**src/rtl/usc_pkg.sv**
```systemverilog
// usc_pkg: shared types, constants and the month table for the
// seconds-to-calendar pipeline; no dependencies
package usc_pkg;

    // pipeline depth, one valid bit per stage
    localparam int Stages = 10;
    localparam int LastStage = Stages - 1;

    typedef logic [Stages-1:0] t_stage_vec;

    // reciprocal multipliers, floor(2^k / divisor), with k >= dividend width
    localparam logic [26:0] Div60Mul32   = 27'd71582788;
    localparam logic [21:0] Div60Mul27   = 22'd2236962;
    localparam logic [16:0] Div24Mul21   = 17'd87381;
    localparam logic [5:0]  Div1461Mul16 = 6'd44;

    // calendar constants, days counted from 1968-03-01 in four-year cycles
    localparam logic [15:0] DayOffset    = 16'd671;    // 1968-03-01 to 1970-01-01
    localparam logic [15:0] Mar2100Day   = 16'd47541;  // 1970-01-01 to 2100-03-01
    localparam logic [15:0] DaysPerCycle = 16'd1461;
    localparam logic [10:0] DaysPerYear  = 11'd365;
    localparam logic [11:0] CycleBaseYear = 12'd1968;

    // march-based month index of january
    localparam logic [3:0] MarchBasedJan = 4'd10;

    // time of day plus whole days, handed from the clock part to the date part
    typedef struct packed {
        logic [15:0] days;
        logic [4:0]  hour;
        logic [5:0]  minute;
        logic [5:0]  second;
    } t_tod;

    typedef struct packed {
        logic [5:0]  second;
        logic [5:0]  minute;
        logic [4:0]  hour;
        logic [11:0] year;
        logic [3:0]  month;
        logic [4:0]  day;
    } t_result;

    // first day of each month within a year that starts on march 1
    function automatic logic [8:0] month_start(input logic [3:0] idx);
        logic [8:0] start;
        case (idx)
            4'd0:    start = 9'd0;
            4'd1:    start = 9'd31;
            4'd2:    start = 9'd61;
            4'd3:    start = 9'd92;
            4'd4:    start = 9'd122;
            4'd5:    start = 9'd153;
            4'd6:    start = 9'd184;
            4'd7:    start = 9'd214;
            4'd8:    start = 9'd245;
            4'd9:    start = 9'd275;
            4'd10:   start = 9'd306;
            4'd11:   start = 9'd337;
            default: start = 9'd0;
        endcase
        return start;
    endfunction

endpackage

```
**src/rtl/usc_if.sv**
```systemverilog
// usc_if: valid/ready channels for the seconds input and the calendar result
// depends on nothing
interface usc_in_if;
    logic        valid;
    logic        ready;
    logic [31:0] epoch_seconds;

    modport source (output valid, output epoch_seconds, input ready);
    modport sink (input valid, input epoch_seconds, output ready);
endinterface

interface usc_out_if;
    logic        valid;
    logic        ready;
    logic [5:0]  second_of_minute;
    logic [5:0]  minute_of_hour;
    logic [4:0]  hour_of_day;
    logic [11:0] calendar_year;
    logic [3:0]  month_number;
    logic [4:0]  day_of_month;

    modport source (output valid, output second_of_minute, output minute_of_hour,
                    output hour_of_day, output calendar_year, output month_number,
                    output day_of_month, input ready);
    modport sink (input valid, input second_of_minute, input minute_of_hour,
                  input hour_of_day, input calendar_year, input month_number,
                  input day_of_month, output ready);
endinterface

```
**src/rtl/usc_tod.sv**
```systemverilog
// usc_tod: stages 0 to 5, splits seconds into second, minute, hour and days
// depends on usc_pkg
module usc_tod (
    input  logic                i_clk,
    input  usc_pkg::t_stage_vec i_stage_en,
    input  logic [31:0]         i_epoch_seconds,
    output usc_pkg::t_tod       o_tod
);

    logic [31:0] r_s0_secs;
    logic [26:0] r_s0_quot, n_s0_quot;
    logic [26:0] r_s1_quot, n_s1_quot;
    logic [5:0]  r_s1_sec, n_s1_sec;
    logic [26:0] r_s2_mins;
    logic [20:0] r_s2_quot, n_s2_quot;
    logic [5:0]  r_s2_sec;
    logic [20:0] r_s3_hours, n_s3_hours;
    logic [5:0]  r_s3_min, n_s3_min;
    logic [5:0]  r_s3_sec;
    logic [20:0] r_s4_hours;
    logic [15:0] r_s4_quot, n_s4_quot;
    logic [5:0]  r_s4_min;
    logic [5:0]  r_s4_sec;
    logic [15:0] r_s5_days, n_s5_days;
    logic [4:0]  r_s5_hour, n_s5_hour;
    logic [5:0]  r_s5_min;
    logic [5:0]  r_s5_sec;

    logic [58:0] w_prod0;
    logic [31:0] w_q60_s1;
    logic [31:0] w_rem_s1;
    logic [48:0] w_prod2;
    logic [26:0] w_q60_s3;
    logic [26:0] w_rem_s3;
    logic [37:0] w_prod4;
    logic [20:0] w_q24_s5;
    logic [20:0] w_rem_s5;

    // stage 0: estimate seconds / 60 by reciprocal multiply
    assign w_prod0   = 59'(i_epoch_seconds) * 59'(usc_pkg::Div60Mul32);
    assign n_s0_quot = w_prod0[58:32];

    // stage 1: remainder and one-step correction give minutes and seconds
    always_comb begin
        w_q60_s1 = 32'({r_s0_quot, 6'b0}) - 32'({r_s0_quot, 2'b0});
        w_rem_s1 = r_s0_secs - w_q60_s1;
        if (w_rem_s1[6:0] >= 7'd60) begin
            n_s1_quot = r_s0_quot + 27'd1;
            n_s1_sec  = 6'(w_rem_s1[6:0] - 7'd60);
        end else begin
            n_s1_quot = r_s0_quot;
            n_s1_sec  = w_rem_s1[5:0];
        end
    end

    // stage 2: estimate minutes / 60
    assign w_prod2   = 49'(r_s1_quot) * 49'(usc_pkg::Div60Mul27);
    assign n_s2_quot = w_prod2[47:27];

    // stage 3: correction gives hours and minute of hour
    always_comb begin
        w_q60_s3 = 27'({r_s2_quot, 6'b0}) - 27'({r_s2_quot, 2'b0});
        w_rem_s3 = r_s2_mins - w_q60_s3;
        if (w_rem_s3[6:0] >= 7'd60) begin
            n_s3_hours = r_s2_quot + 21'd1;
            n_s3_min   = 6'(w_rem_s3[6:0] - 7'd60);
        end else begin
            n_s3_hours = r_s2_quot;
            n_s3_min   = w_rem_s3[5:0];
        end
    end

    // stage 4: estimate hours / 24
    assign w_prod4   = 38'(r_s3_hours) * 38'(usc_pkg::Div24Mul21);
    assign n_s4_quot = w_prod4[36:21];

    // stage 5: correction gives whole days and hour of day
    always_comb begin
        w_q24_s5 = 21'({r_s4_quot, 4'b0}) + 21'({r_s4_quot, 3'b0});
        w_rem_s5 = r_s4_hours - w_q24_s5;
        if (w_rem_s5[5:0] >= 6'd24) begin
            n_s5_days = r_s4_quot + 16'd1;
            n_s5_hour = 5'(w_rem_s5[5:0] - 6'd24);
        end else begin
            n_s5_days = r_s4_quot;
            n_s5_hour = w_rem_s5[4:0];
        end
    end

    // stage registers, each loads when its stage moves
    always_ff @(posedge i_clk) begin
        if (i_stage_en[0]) begin
            r_s0_secs <= i_epoch_seconds;
            r_s0_quot <= n_s0_quot;
        end
        if (i_stage_en[1]) begin
            r_s1_quot <= n_s1_quot;
            r_s1_sec  <= n_s1_sec;
        end
        if (i_stage_en[2]) begin
            r_s2_mins <= r_s1_quot;
            r_s2_quot <= n_s2_quot;
            r_s2_sec  <= r_s1_sec;
        end
        if (i_stage_en[3]) begin
            r_s3_hours <= n_s3_hours;
            r_s3_min   <= n_s3_min;
            r_s3_sec   <= r_s2_sec;
        end
        if (i_stage_en[4]) begin
            r_s4_hours <= r_s3_hours;
            r_s4_quot  <= n_s4_quot;
            r_s4_min   <= r_s3_min;
            r_s4_sec   <= r_s3_sec;
        end
        if (i_stage_en[5]) begin
            r_s5_days <= n_s5_days;
            r_s5_hour <= n_s5_hour;
            r_s5_min  <= r_s4_min;
            r_s5_sec  <= r_s4_sec;
        end
    end

    assign o_tod.days   = r_s5_days;
    assign o_tod.hour   = r_s5_hour;
    assign o_tod.minute = r_s5_min;
    assign o_tod.second = r_s5_sec;

endmodule

```
**src/rtl/usc_date.sv**
```systemverilog
// usc_date: stages 6 to 9, turns whole days into year, month and day
// depends on usc_pkg
module usc_date (
    input  logic                i_clk,
    input  usc_pkg::t_stage_vec i_stage_en,
    input  usc_pkg::t_tod       i_tod,
    output usc_pkg::t_result    o_result
);

    logic [15:0] r_s6_dp, n_s6_dp;
    logic [5:0]  r_s6_cyc, n_s6_cyc;
    logic [16:0] r_s6_time;
    logic [5:0]  r_s7_cyc, n_s7_cyc;
    logic [10:0] r_s7_rem, n_s7_rem;
    logic [16:0] r_s7_time;
    logic [11:0] r_s8_year, n_s8_year;
    logic [8:0]  r_s8_doy, n_s8_doy;
    logic [16:0] r_s8_time;
    logic [11:0] r_s9_year, n_s9_year;
    logic [3:0]  r_s9_month, n_s9_month;
    logic [4:0]  r_s9_day, n_s9_day;
    logic [16:0] r_s9_time;

    logic [21:0] w_prod6;
    logic [15:0] w_cyc_days;
    logic [15:0] w_rem_s7;
    logic [1:0]  w_yoff;
    logic [3:0]  w_mp;

    // stage 6: shift to a march 1968 origin, skip the missing leap day of 2100,
    // then estimate the four-year cycle
    always_comb begin
        n_s6_dp = i_tod.days + usc_pkg::DayOffset
                + 16'(i_tod.days >= usc_pkg::Mar2100Day);
        w_prod6  = 22'(n_s6_dp) * 22'(usc_pkg::Div1461Mul16);
        n_s6_cyc = w_prod6[21:16];
    end

    // stage 7: correction gives cycle and day within cycle
    always_comb begin
        w_cyc_days = 16'(r_s6_cyc) * usc_pkg::DaysPerCycle;
        w_rem_s7   = r_s6_dp - w_cyc_days;
        if (w_rem_s7[11:0] >= 12'(usc_pkg::DaysPerCycle)) begin
            n_s7_cyc = r_s6_cyc + 6'd1;
            n_s7_rem = 11'(w_rem_s7[11:0] - 12'(usc_pkg::DaysPerCycle));
        end else begin
            n_s7_cyc = r_s6_cyc;
            n_s7_rem = w_rem_s7[10:0];
        end
    end

    // stage 8: year within cycle, the last year keeps the extra day
    always_comb begin
        w_yoff = 2'(r_s7_rem >= usc_pkg::DaysPerYear)
               + 2'(r_s7_rem >= 11'(2 * 365))
               + 2'(r_s7_rem >= 11'(3 * 365));
        n_s8_doy  = 9'(r_s7_rem - 11'(w_yoff) * usc_pkg::DaysPerYear);
        n_s8_year = usc_pkg::CycleBaseYear + 12'({r_s7_cyc, 2'b00}) + 12'(w_yoff);
    end

    // stage 9: month by parallel compares against month starts
    always_comb begin
        w_mp = 4'd0;
        for (int i = 1; i < 12; i++) begin
            if (r_s8_doy >= usc_pkg::month_start(4'(i))) begin
                w_mp = w_mp + 4'd1;
            end
        end
        n_s9_day = 5'(r_s8_doy - usc_pkg::month_start(w_mp) + 9'd1);
        if (w_mp >= usc_pkg::MarchBasedJan) begin
            n_s9_month = w_mp - 4'd9;
            n_s9_year  = r_s8_year + 12'd1;
        end else begin
            n_s9_month = w_mp + 4'd3;
            n_s9_year  = r_s8_year;
        end
    end

    // stage registers, each loads when its stage moves
    always_ff @(posedge i_clk) begin
        if (i_stage_en[6]) begin
            r_s6_dp   <= n_s6_dp;
            r_s6_cyc  <= n_s6_cyc;
            r_s6_time <= {i_tod.hour, i_tod.minute, i_tod.second};
        end
        if (i_stage_en[7]) begin
            r_s7_cyc  <= n_s7_cyc;
            r_s7_rem  <= n_s7_rem;
            r_s7_time <= r_s6_time;
        end
        if (i_stage_en[8]) begin
            r_s8_year <= n_s8_year;
            r_s8_doy  <= n_s8_doy;
            r_s8_time <= r_s7_time;
        end
        if (i_stage_en[9]) begin
            r_s9_year  <= n_s9_year;
            r_s9_month <= n_s9_month;
            r_s9_day   <= n_s9_day;
            r_s9_time  <= r_s8_time;
        end
    end

    assign o_result.hour   = r_s9_time[16:12];
    assign o_result.minute = r_s9_time[11:6];
    assign o_result.second = r_s9_time[5:0];
    assign o_result.year   = r_s9_year;
    assign o_result.month  = r_s9_month;
    assign o_result.day    = r_s9_day;

endmodule

```
**src/rtl/unix_seconds_to_calendar.sv**
```systemverilog
// unix_seconds_to_calendar: ten-stage pipeline, seconds since 1970 to calendar
// path: an accepted beat moves through the stage 0 to stage 9 registers in order and is taken from stage 9
// throughput: one beat per cycle while the result sink keeps ready high; the datapath has ten register stages
// a stage with no valid beat fills even while later stages stall
// synchronous active-low reset clears the stage valid bits only
// depends on usc_pkg, usc_if, usc_tod and usc_date
module unix_seconds_to_calendar (
    input  logic      i_clk,
    input  logic      i_rst_n,
    usc_in_if.sink    i_in,
    usc_out_if.source o_out
);

    usc_pkg::t_stage_vec r_valid;
    usc_pkg::t_stage_vec w_stage_en;
    usc_pkg::t_tod       w_tod;
    usc_pkg::t_result    w_result;

    // a stage moves when it is empty or the next one moves
    always_comb begin
        w_stage_en[usc_pkg::LastStage] = !r_valid[usc_pkg::LastStage] || o_out.ready;
        for (int k = usc_pkg::LastStage - 1; k >= 0; k--) begin
            w_stage_en[k] = !r_valid[k] || w_stage_en[k + 1];
        end
    end

    // valid bits travel with the data
    always_ff @(posedge i_clk) begin
        if (!i_rst_n) begin
            r_valid <= '0;
        end else begin
            if (w_stage_en[0]) begin
                r_valid[0] <= i_in.valid;
            end
            for (int k = 1; k < usc_pkg::Stages; k++) begin
                if (w_stage_en[k]) begin
                    r_valid[k] <= r_valid[k - 1];
                end
            end
        end
    end

    usc_tod u_tod (
        .i_clk           (i_clk),
        .i_stage_en      (w_stage_en),
        .i_epoch_seconds (i_in.epoch_seconds),
        .o_tod           (w_tod)
    );

    usc_date u_date (
        .i_clk      (i_clk),
        .i_stage_en (w_stage_en),
        .i_tod      (w_tod),
        .o_result   (w_result)
    );

    // channel outputs
    assign i_in.ready             = w_stage_en[0];
    assign o_out.valid            = r_valid[usc_pkg::LastStage];
    assign o_out.second_of_minute = w_result.second;
    assign o_out.minute_of_hour   = w_result.minute;
    assign o_out.hour_of_day      = w_result.hour;
    assign o_out.calendar_year    = w_result.year;
    assign o_out.month_number     = w_result.month;
    assign o_out.day_of_month     = w_result.day;

endmodule

```
**src/flat_wrapper.sv**
```systemverilog
// flat-port wrapper written by rule: the top's interface ports become plain ports
module unix_seconds_to_calendar_flat 
  (i_clk, i_rst_n, i_in_valid, i_in_epoch_seconds, i_in_ready, o_out_valid, o_out_second_of_minute, o_out_minute_of_hour, o_out_hour_of_day, o_out_calendar_year, o_out_month_number, o_out_day_of_month, o_out_ready);
  usc_in_if i_in_i ();
  usc_out_if o_out_i ();
  input  logic i_clk;
  input  logic i_rst_n;
  input wire logic [$bits(i_in_i.valid)-1:0] i_in_valid;
  input wire logic [$bits(i_in_i.epoch_seconds)-1:0] i_in_epoch_seconds;
  output wire logic [$bits(i_in_i.ready)-1:0] i_in_ready;
  output wire logic [$bits(o_out_i.valid)-1:0] o_out_valid;
  output wire logic [$bits(o_out_i.second_of_minute)-1:0] o_out_second_of_minute;
  output wire logic [$bits(o_out_i.minute_of_hour)-1:0] o_out_minute_of_hour;
  output wire logic [$bits(o_out_i.hour_of_day)-1:0] o_out_hour_of_day;
  output wire logic [$bits(o_out_i.calendar_year)-1:0] o_out_calendar_year;
  output wire logic [$bits(o_out_i.month_number)-1:0] o_out_month_number;
  output wire logic [$bits(o_out_i.day_of_month)-1:0] o_out_day_of_month;
  input wire logic [$bits(o_out_i.ready)-1:0] o_out_ready;
  assign i_in_i.valid = i_in_valid;
  assign i_in_i.epoch_seconds = i_in_epoch_seconds;
  assign i_in_ready = i_in_i.ready;
  assign o_out_valid = o_out_i.valid;
  assign o_out_second_of_minute = o_out_i.second_of_minute;
  assign o_out_minute_of_hour = o_out_i.minute_of_hour;
  assign o_out_hour_of_day = o_out_i.hour_of_day;
  assign o_out_calendar_year = o_out_i.calendar_year;
  assign o_out_month_number = o_out_i.month_number;
  assign o_out_day_of_month = o_out_i.day_of_month;
  assign o_out_i.ready = o_out_ready;
  unix_seconds_to_calendar u_core (.i_clk(i_clk), .i_rst_n(i_rst_n), .i_in(i_in_i), .o_out(o_out_i));
endmodule
```
**config.mk**
```make
export PLATFORM = sky130hd
export DESIGN_NAME = unix_seconds_to_calendar_flat
export DESIGN_NICKNAME = d
export VERILOG_FILES = /design/src/rtl/usc_pkg.sv /design/src/rtl/usc_if.sv /design/src/rtl/usc_tod.sv /design/src/rtl/usc_date.sv /design/src/rtl/unix_seconds_to_calendar.sv /design/src/flat_wrapper.sv
export SDC_FILE = /design/constraint.sdc
export NUM_CORES = 2
export LEC_CHECK = 0
export BUFFER_PORTS_ARGS = -buffer_cell sky130_fd_sc_hd__buf_4
export CORE_MARGIN = 8
export CORE_UTILIZATION = 50
export DETAILED_ROUTE_END_ITERATION = 16
export PLACE_DENSITY = 0.76
export SLEW_MARGIN = 20
export SYNTH_ARGS = -nofsm -noshare
export SYNTH_HDL_FRONTEND = slang
export SYNTH_HIERARCHICAL = 1
export SYNTH_SLANG_ARGS = --single-unit
```
**constraint.sdc**
```tcl
create_clock -name i_clk -period 10.1 [get_ports i_clk]
set_input_delay 0.505 -clock i_clk [delete_from_list [all_inputs] [get_ports i_clk]]
set_output_delay 0.505 -clock i_clk [all_outputs]
set_load 0.01 [all_outputs]
```
Word-level counts from Yosys, hierarchy flattened
Memory sizes are Yosys's and may differ from the RTL's.
Cells that the tools add are included.
- logic and storage cells: 146
- ROM bits: 144
- memories kept: 1
- flip-flop bits (word level): 356
- mux-type cells: 21
- multiply operators: 6
- add/sub/neg operators: 37
- $lt $le $gt $ge: 20
- reductions and logical operators: 20
- memories (memory ; words ; bits a word ; read ports ; clocked after Yosys merged registers in ; wr ports ; line ; text):
    (name not given) ; 16 ; 9 ; 1 ; 0 ; 0 ; usc_pkg.sv:47 ; case (idx)
- operator list (cell ; number):
    $mul A32 B25 Y57 const B ; 1
    $mul A27 B21 Y47 const B ; 1
    $mux W4 ; 11
    $add A4 B1 Y4 const B ; 10
    $mul A21 B17 Y37 const B ; 1
    $ge A9 B8 Y1 const B ; 4
    $sub A7 B7 Y7 ; 4
    $add A27 B1 Y27 const B ; 1
    $ge A9 B9 Y1 const B ; 3
    $mux W27 ; 1
    $add A21 B1 Y21 const B ; 1
    $mux W21 ; 1
    $mul A16 B4 Y20 const B ; 1
    $ge A9 B7 Y1 const B ; 2
    $mux W6 ; 3
    $add A16 B1 Y16 ; 1
    $add A16 B1 Y16 const B ; 1
    $add A16 B10 Y16 const B ; 1
    $ge A16 B16 Y1 const B ; 1
    $mux W16 ; 1
    $ge A7 B6 Y1 const B ; 2
    $add A11 B8 Y12 const A ; 1
    $add A12 B1 Y12 const B ; 1
    $add A12 B2 Y12 ; 1
    other kinds (30) ; 49

Logic depth before layout (Yosys ltp)
An unclocked memory read counts as a cell.
- depth in word-level cells: 25
- depth in mapped cells: 40

Modules after synthesis
Netlist, hierarchy kept.
- modules (own cells, without submodules) (module ; cells an instance ; area an instance (um^2) ; times used ; seq. area each (um^2)):
    usc_tod ; 2433 ; 26151.3 ; 1 ; 6035.8
    usc_date ; 862 ; 9819.4 ; 1 ; 4324.1
    unix_seconds_to_calendar ; 48 ; 417.9 ; 1 ; 200.2

Least setup slack after synthesis
No wires, ideal clock.
- path type: register to register
- start point: register u_core.u_date.r_s8_doy[5]
- end point: register u_core.u_date.r_s9_day[4] (data pin)
- data required time: 9.840 ns
- path buffers: 1
- stages on the path, launching flop included: 39
- setup slack: 2.768 ns
- data arrival time: 7.072 ns
- path through: edfxtp_1 clkbuf_1 and3_1 a21oi_1 nand2_1 inv_1 ha_1 clkinv_1 xnor2_1 ha_1 inv_1 a21oi_1 xnor2_1 mux2_2 ha_1 nand2_1 o21ai_2 xnor2_1 (+3 left out) xnor2_1 a21oi_1 ha_1 nand2_1 o221ai_1 ha_1 mux2_2 inv_1 ha_1 or2_2 o21ai_0 ha_1 inv_1 ha_1 a21o_1 a21oi_1 xnor2_1 xnor2_1
- longest elaborated chain between the ends: 25
- elaborated cells on any way between the ends: 35
- those cells by class: 12 x add/sub; 11 x order compare; 11 x mux; 1 x memory
- ends and longest elaborated chain (item ; line ; text):
    from (decl) ; usc_date.sv:17 ; logic [8:0] r_s8_doy, n_s8_doy;
    from (signal assigned) ; usc_date.sv:93 ; r_s8_doy <= n_s8_doy;
    $ge A9 B5 Y1 ; usc_date.sv:65 ; if (r_s8_doy >= usc_pkg::month_start(4'(i))) begin
    $mux W1 ; usc_date.sv:65 ;
    $add A4 B1 Y4 ; usc_date.sv:66 ; w_mp = w_mp + 4'd1;
    $mux W4 ; usc_date.sv:65 ;
    $add A4 B1 Y4 ; usc_date.sv:66 ;
    $mux W4 ; usc_date.sv:65 ;
    $add A4 B1 Y4 ; usc_date.sv:66 ;
    $mux W4 ; usc_date.sv:65 ;
    (+10 left out) ; - ;
    $add A4 B1 Y4 ; usc_date.sv:66 ;
    $mux W4 ; usc_date.sv:65 ;
    $add A4 B1 Y4 ; usc_date.sv:66 ;
    $mux W4 (*) ; usc_date.sv:65 ;
    $mem_v2 Z16 W9 (*) ; - ;
    $sub A5 B5 Y5 (*) ; usc_date.sv:69 ; n_s9_day = 5'(r_s8_doy - usc_pkg::month_start(w_mp) + 9'd1);
    $add A5 B1 Y5 (*) ; usc_date.sv:69 ;
    via u_core.u_date.n_s9_day[4] ; usc_date.sv:21 ; logic [4:0] r_s9_day, n_s9_day;
    to (signal assigned) ; usc_date.sv:99 ; r_s9_day <= n_s9_day;
    to (decl) ; usc_date.sv:21 ;
The timed path passes the listed nets; every way through them passes the cells marked *.
A chain may end at the register's enable or synchronous reset.

Worst setup path after layout
- start point: register u_core.u_date.r_s8_doy[3]
- end point: register u_core.u_date.r_s9_day[4] (data pin)
- longest elaborated chain between the ends: 25
- elaborated cells on any way between the ends: 35
- those cells by class: 12 x add/sub; 11 x order compare; 11 x mux; 1 x memory
- ends and longest elaborated chain (item ; line):
    $ge A9 B5 Y1 ; usc_date.sv:65
    $mux W1 ; usc_date.sv:65
    $add A4 B1 Y4 ; usc_date.sv:66
    $mux W4 ; usc_date.sv:65
    $add A4 B1 Y4 ; usc_date.sv:66
    $mux W4 ; usc_date.sv:65
    $add A4 B1 Y4 ; usc_date.sv:66
    $mux W4 ; usc_date.sv:65
    (+10 left out) ; -
    $add A4 B1 Y4 ; usc_date.sv:66
    $mux W4 ; usc_date.sv:65
    $add A4 B1 Y4 ; usc_date.sv:66
    $mux W4 ; usc_date.sv:65
    $mem_v2 Z16 W9 ; -
    $sub A5 B5 Y5 (*) ; usc_date.sv:69
    $add A5 B1 Y5 (*) ; usc_date.sv:69
    via u_core.u_date.n_s9_day[4] ; usc_date.sv:21
Marks and branches as above.

==> impl_results.md <==
- Status: finished clean
- Worst hold stages: 1
- Hpwl dp: 58.7 mm
- Wirelength, routed: 69.7 mm
- Yosys top cell area share: 28.5%
- Die width: 286 um
- Slew Viols, Final: 0
- Setup TNS: 0 ps
- Gr usage total: between 10% and 20%
- Avg Cell Area, Syn: 10.9 um2
- Clock skew: 18.8 ps
- Clock buffer depth: 3
- CP dominant cell by count: xnor2_1
- Share of cells above drive strength 1: 6.47%
- Worst hold path startpoint: i_in_epoch_seconds[5]
- Ports: 76
- Post-Place Cells: 4359
- #FFs+latches synth: between 300 and 400
- Unrepaired setup endpoints after global routing: false
- Clock transition at the registers of the reported paths: 60 ps
- Yosys Warn Count: 6
- Number of gates resized after cts: 0
- Fin crit share: about four fifths
- IO Port Bufs: 75
- Reg2Reg Launch Point: u_core/u_date/r_s8_doy[3]
- Layout area overhead: 8.40%
- Post-synth EDFFs: about 350
- First-pass GRT wire length: 116 mm
- R2R Setup Slk: 1930 ps
- Die area: between 80000 and 90000 um2
- Worst skew pair latency: 570 ps
- End of the worst hold path: u_core/u_tod/r_s0_secs[5]
- Post-synthesis simple-gate area fraction: 6.56%
- Arr. time, crit path: 8480 ps
- Per-cell routed wire length: 15.7 um
- Relative slew slack: 31.3%
- Top FF cell, synth: edfxtp_1
- TritonCTS clock tree: built
- Reg2Reg Depth: 35
- Grt total ovfl: 0
- Non-Filler Instances: around 4400
- CP peak stage delay: 750 ps
- Compound-Gate Fraction of Synth Area: 7.64%
- Via count: 23100
- ANT nets after route: 0
- Post-CTS Hold Buffers: 0
- Final min period: between 8000 and 9000 ps
- FMAX: about 120 MHz
- Max-cap viol count: 0
- Reg2reg end: u_core/u_date/r_s9_day[4]
- Vias in the first global route: about 24000
- Detailed-route DRC error count: 0
- CP endpoint kind: flop
- Drt first-iter violations: 1051
- Fin. Hold Viols: 0
- RePlAce Congestion: 0.930
- Cell Area, Synth: 36400 um2
- CTS Root Cell: clkbuf_16
- Crit-path slowest cell: xnor2_2
- Final #Nets: ~4500
- Sequential fraction of the synthesis area: 29.0%
- Xor/xnor share of the synthesized area: 6.37%
- H-tree depth: 2
- Effective utilization at floorplan: 50.2%
- Most frequent cells after synthesis: inv_1, ha_1, edfxtp_1, fa_1, xnor2_1
- FP Rows: 99
- Crit Path Max Fanout: 20
- Hold Path Class: in -> reg
- Worst-margin pin slew: 1020 ps
- Initial antenna violation count: 0
- Filler cells: 6111
- Top post-synthesis cells by area: edfxtp_1, ha_1, fa_1
- Main combinational cell family by area after synthesis: adder cells
- Yosys top cell by area: edfxtp_1
- Core outline area: about 72000 um2
- Die height: 286 um
- Vias per inst: 5.21
- Syn Nets: roughly 4400
- Post-CTS Setup Bufs: 0
- Largest net degree at the start of global routing: 39
- Async S/R FF share, synth: 0%
- Adder-cell share of the synthesized area: 41.5%
- Post-Synthesis Cells: around 3300
- Initial DRT Pass Iterations: 5
- Critical path class: reg -> reg
- ANT cells: 0
- Most common cell in the netlist: inv_1
- Yosys cell types: slightly above 90
- Clk sinks: 355
- Finish-stage setup viols: 0
- CTS buffer count: 42
- Mux cell area share after synthesis: 0.327%
- Critical Path RT: between 10000 and 15000 ps
- Startpoint Class: flop
-- through the flow --
step	hold WS [ps]	worst slack, ps	util, %	instance area (um2)
3_3_place_gp	400	2060	52.6	38100
2_1_floorplan	400	2770	-	36400
6_report	154	1930	54.4	39400
4_1_cts	118	1940	54.4	39400
5_1_grt	125	1300	54.4	39400
3_5_place_dp	405	1980	52.6	38100
-- final cells by class --
class                           instances  area (um2)  share of cell area (%)
Clock buffer                           47        1070                    2.71
Clock inverter                         30         293                   0.742
Inverter                              799        3000                    7.61
Multi-Input combinational cell       2164       22700                    57.6
Sequential cell                       355       10600                    26.8
Tap cell                              959        1200                    3.04
Timing Repair Buffer                   82         616                    1.56
-- registers in the layout (all words and copies together), names as in the netlist, 12 cells and up --
| name | cells |
|---|---|
| u_core/u_date/r_s6_dp | 12 |
| u_core/u_date/r_s6_time | 17 |
| u_core/u_date/r_s7_time | 17 |
| u_core/u_date/r_s8_time | 17 |
| u_core/u_date/r_s9_time | 17 |
| u_core/u_date/r_s9_year | 12 |
| u_core/u_tod/r_s0_quot | 27 |
| u_core/u_tod/r_s1_quot | 27 |
| u_core/u_tod/r_s2_quot | 21 |
| u_core/u_tod/r_s3_hours | 21 |
| u_core/u_tod/r_s4_quot | 16 |
| u_core/u_tod/r_s5_days | 16 |
-- kinds of logic after synthesis --
| group | Yosys count |
|---|---|
| mux | 11 |
| simple gates | 471 |
| xor+xnor | 259 |
| fa+ha+maj | 1006 |
| compound gates | 417 |
| flops | 355 |
| buf+inv | 824 |
-- placed cells by master (no fill, tap or decap), drive strengths merged, types with 29 or more instances in the layout --
master / count
a21o: 39
a21oi: 141
and3: 29
buf: 82
clkbuf: 47
edfxtp: 345
fa: 334
ha: 672
inv: 804
nand2: 145
nand3: 51
nand4: 43
nor2: 93
o21ai: 95
xnor2: 184
xor2: 74
-- per-layer routing --
metal | routed length [um] | GRT usage (%)
met1 | 30700 | 22.2
met2 | 34300 | 30.1
met3 | 3190 | 3.05
met4 | 1610 | 4.15
met5 | 0 | 0
-- worst max-delay path: cells and delay by family (launching register included) --
family / cells / cell delay, ps
xor+xnor: 9 / 2060
fa+ha+maj: 7 / 2030
compound gates: 8 / 1140
simple gates: 6 / 960
mux: 3 / 790
flops: 1 / 570
buf+inv: 2 / 340
-- worst max-delay path by stage --
stage               slack (ps)                 startpoint                        end  depth (start not counted)
finish                    1930  u_core/u_date/r_s8_doy[3]  u_core/u_date/r_s9_day[4]                         35
global route              1300  u_core/u_date/r_s8_doy[4]  u_core/u_date/r_s9_day[4]                         36
CTS                       1940  u_core/u_date/r_s8_doy[4]  u_core/u_date/r_s9_day[4]                         35
detailed placement        1980  u_core/u_date/r_s8_doy[4]  u_core/u_date/r_s9_day[4]                         35
global placement          2060  u_core/u_date/r_s8_doy[4]  u_core/u_date/r_s9_day[4]                         35
floorplan                 2770  u_core/u_date/r_s8_doy[5]  u_core/u_date/r_s9_day[4]                         38
Power is left out: the tool's default activity adds up to more than one toggle a clock period on the data nets, which glitch-free logic cannot reach.
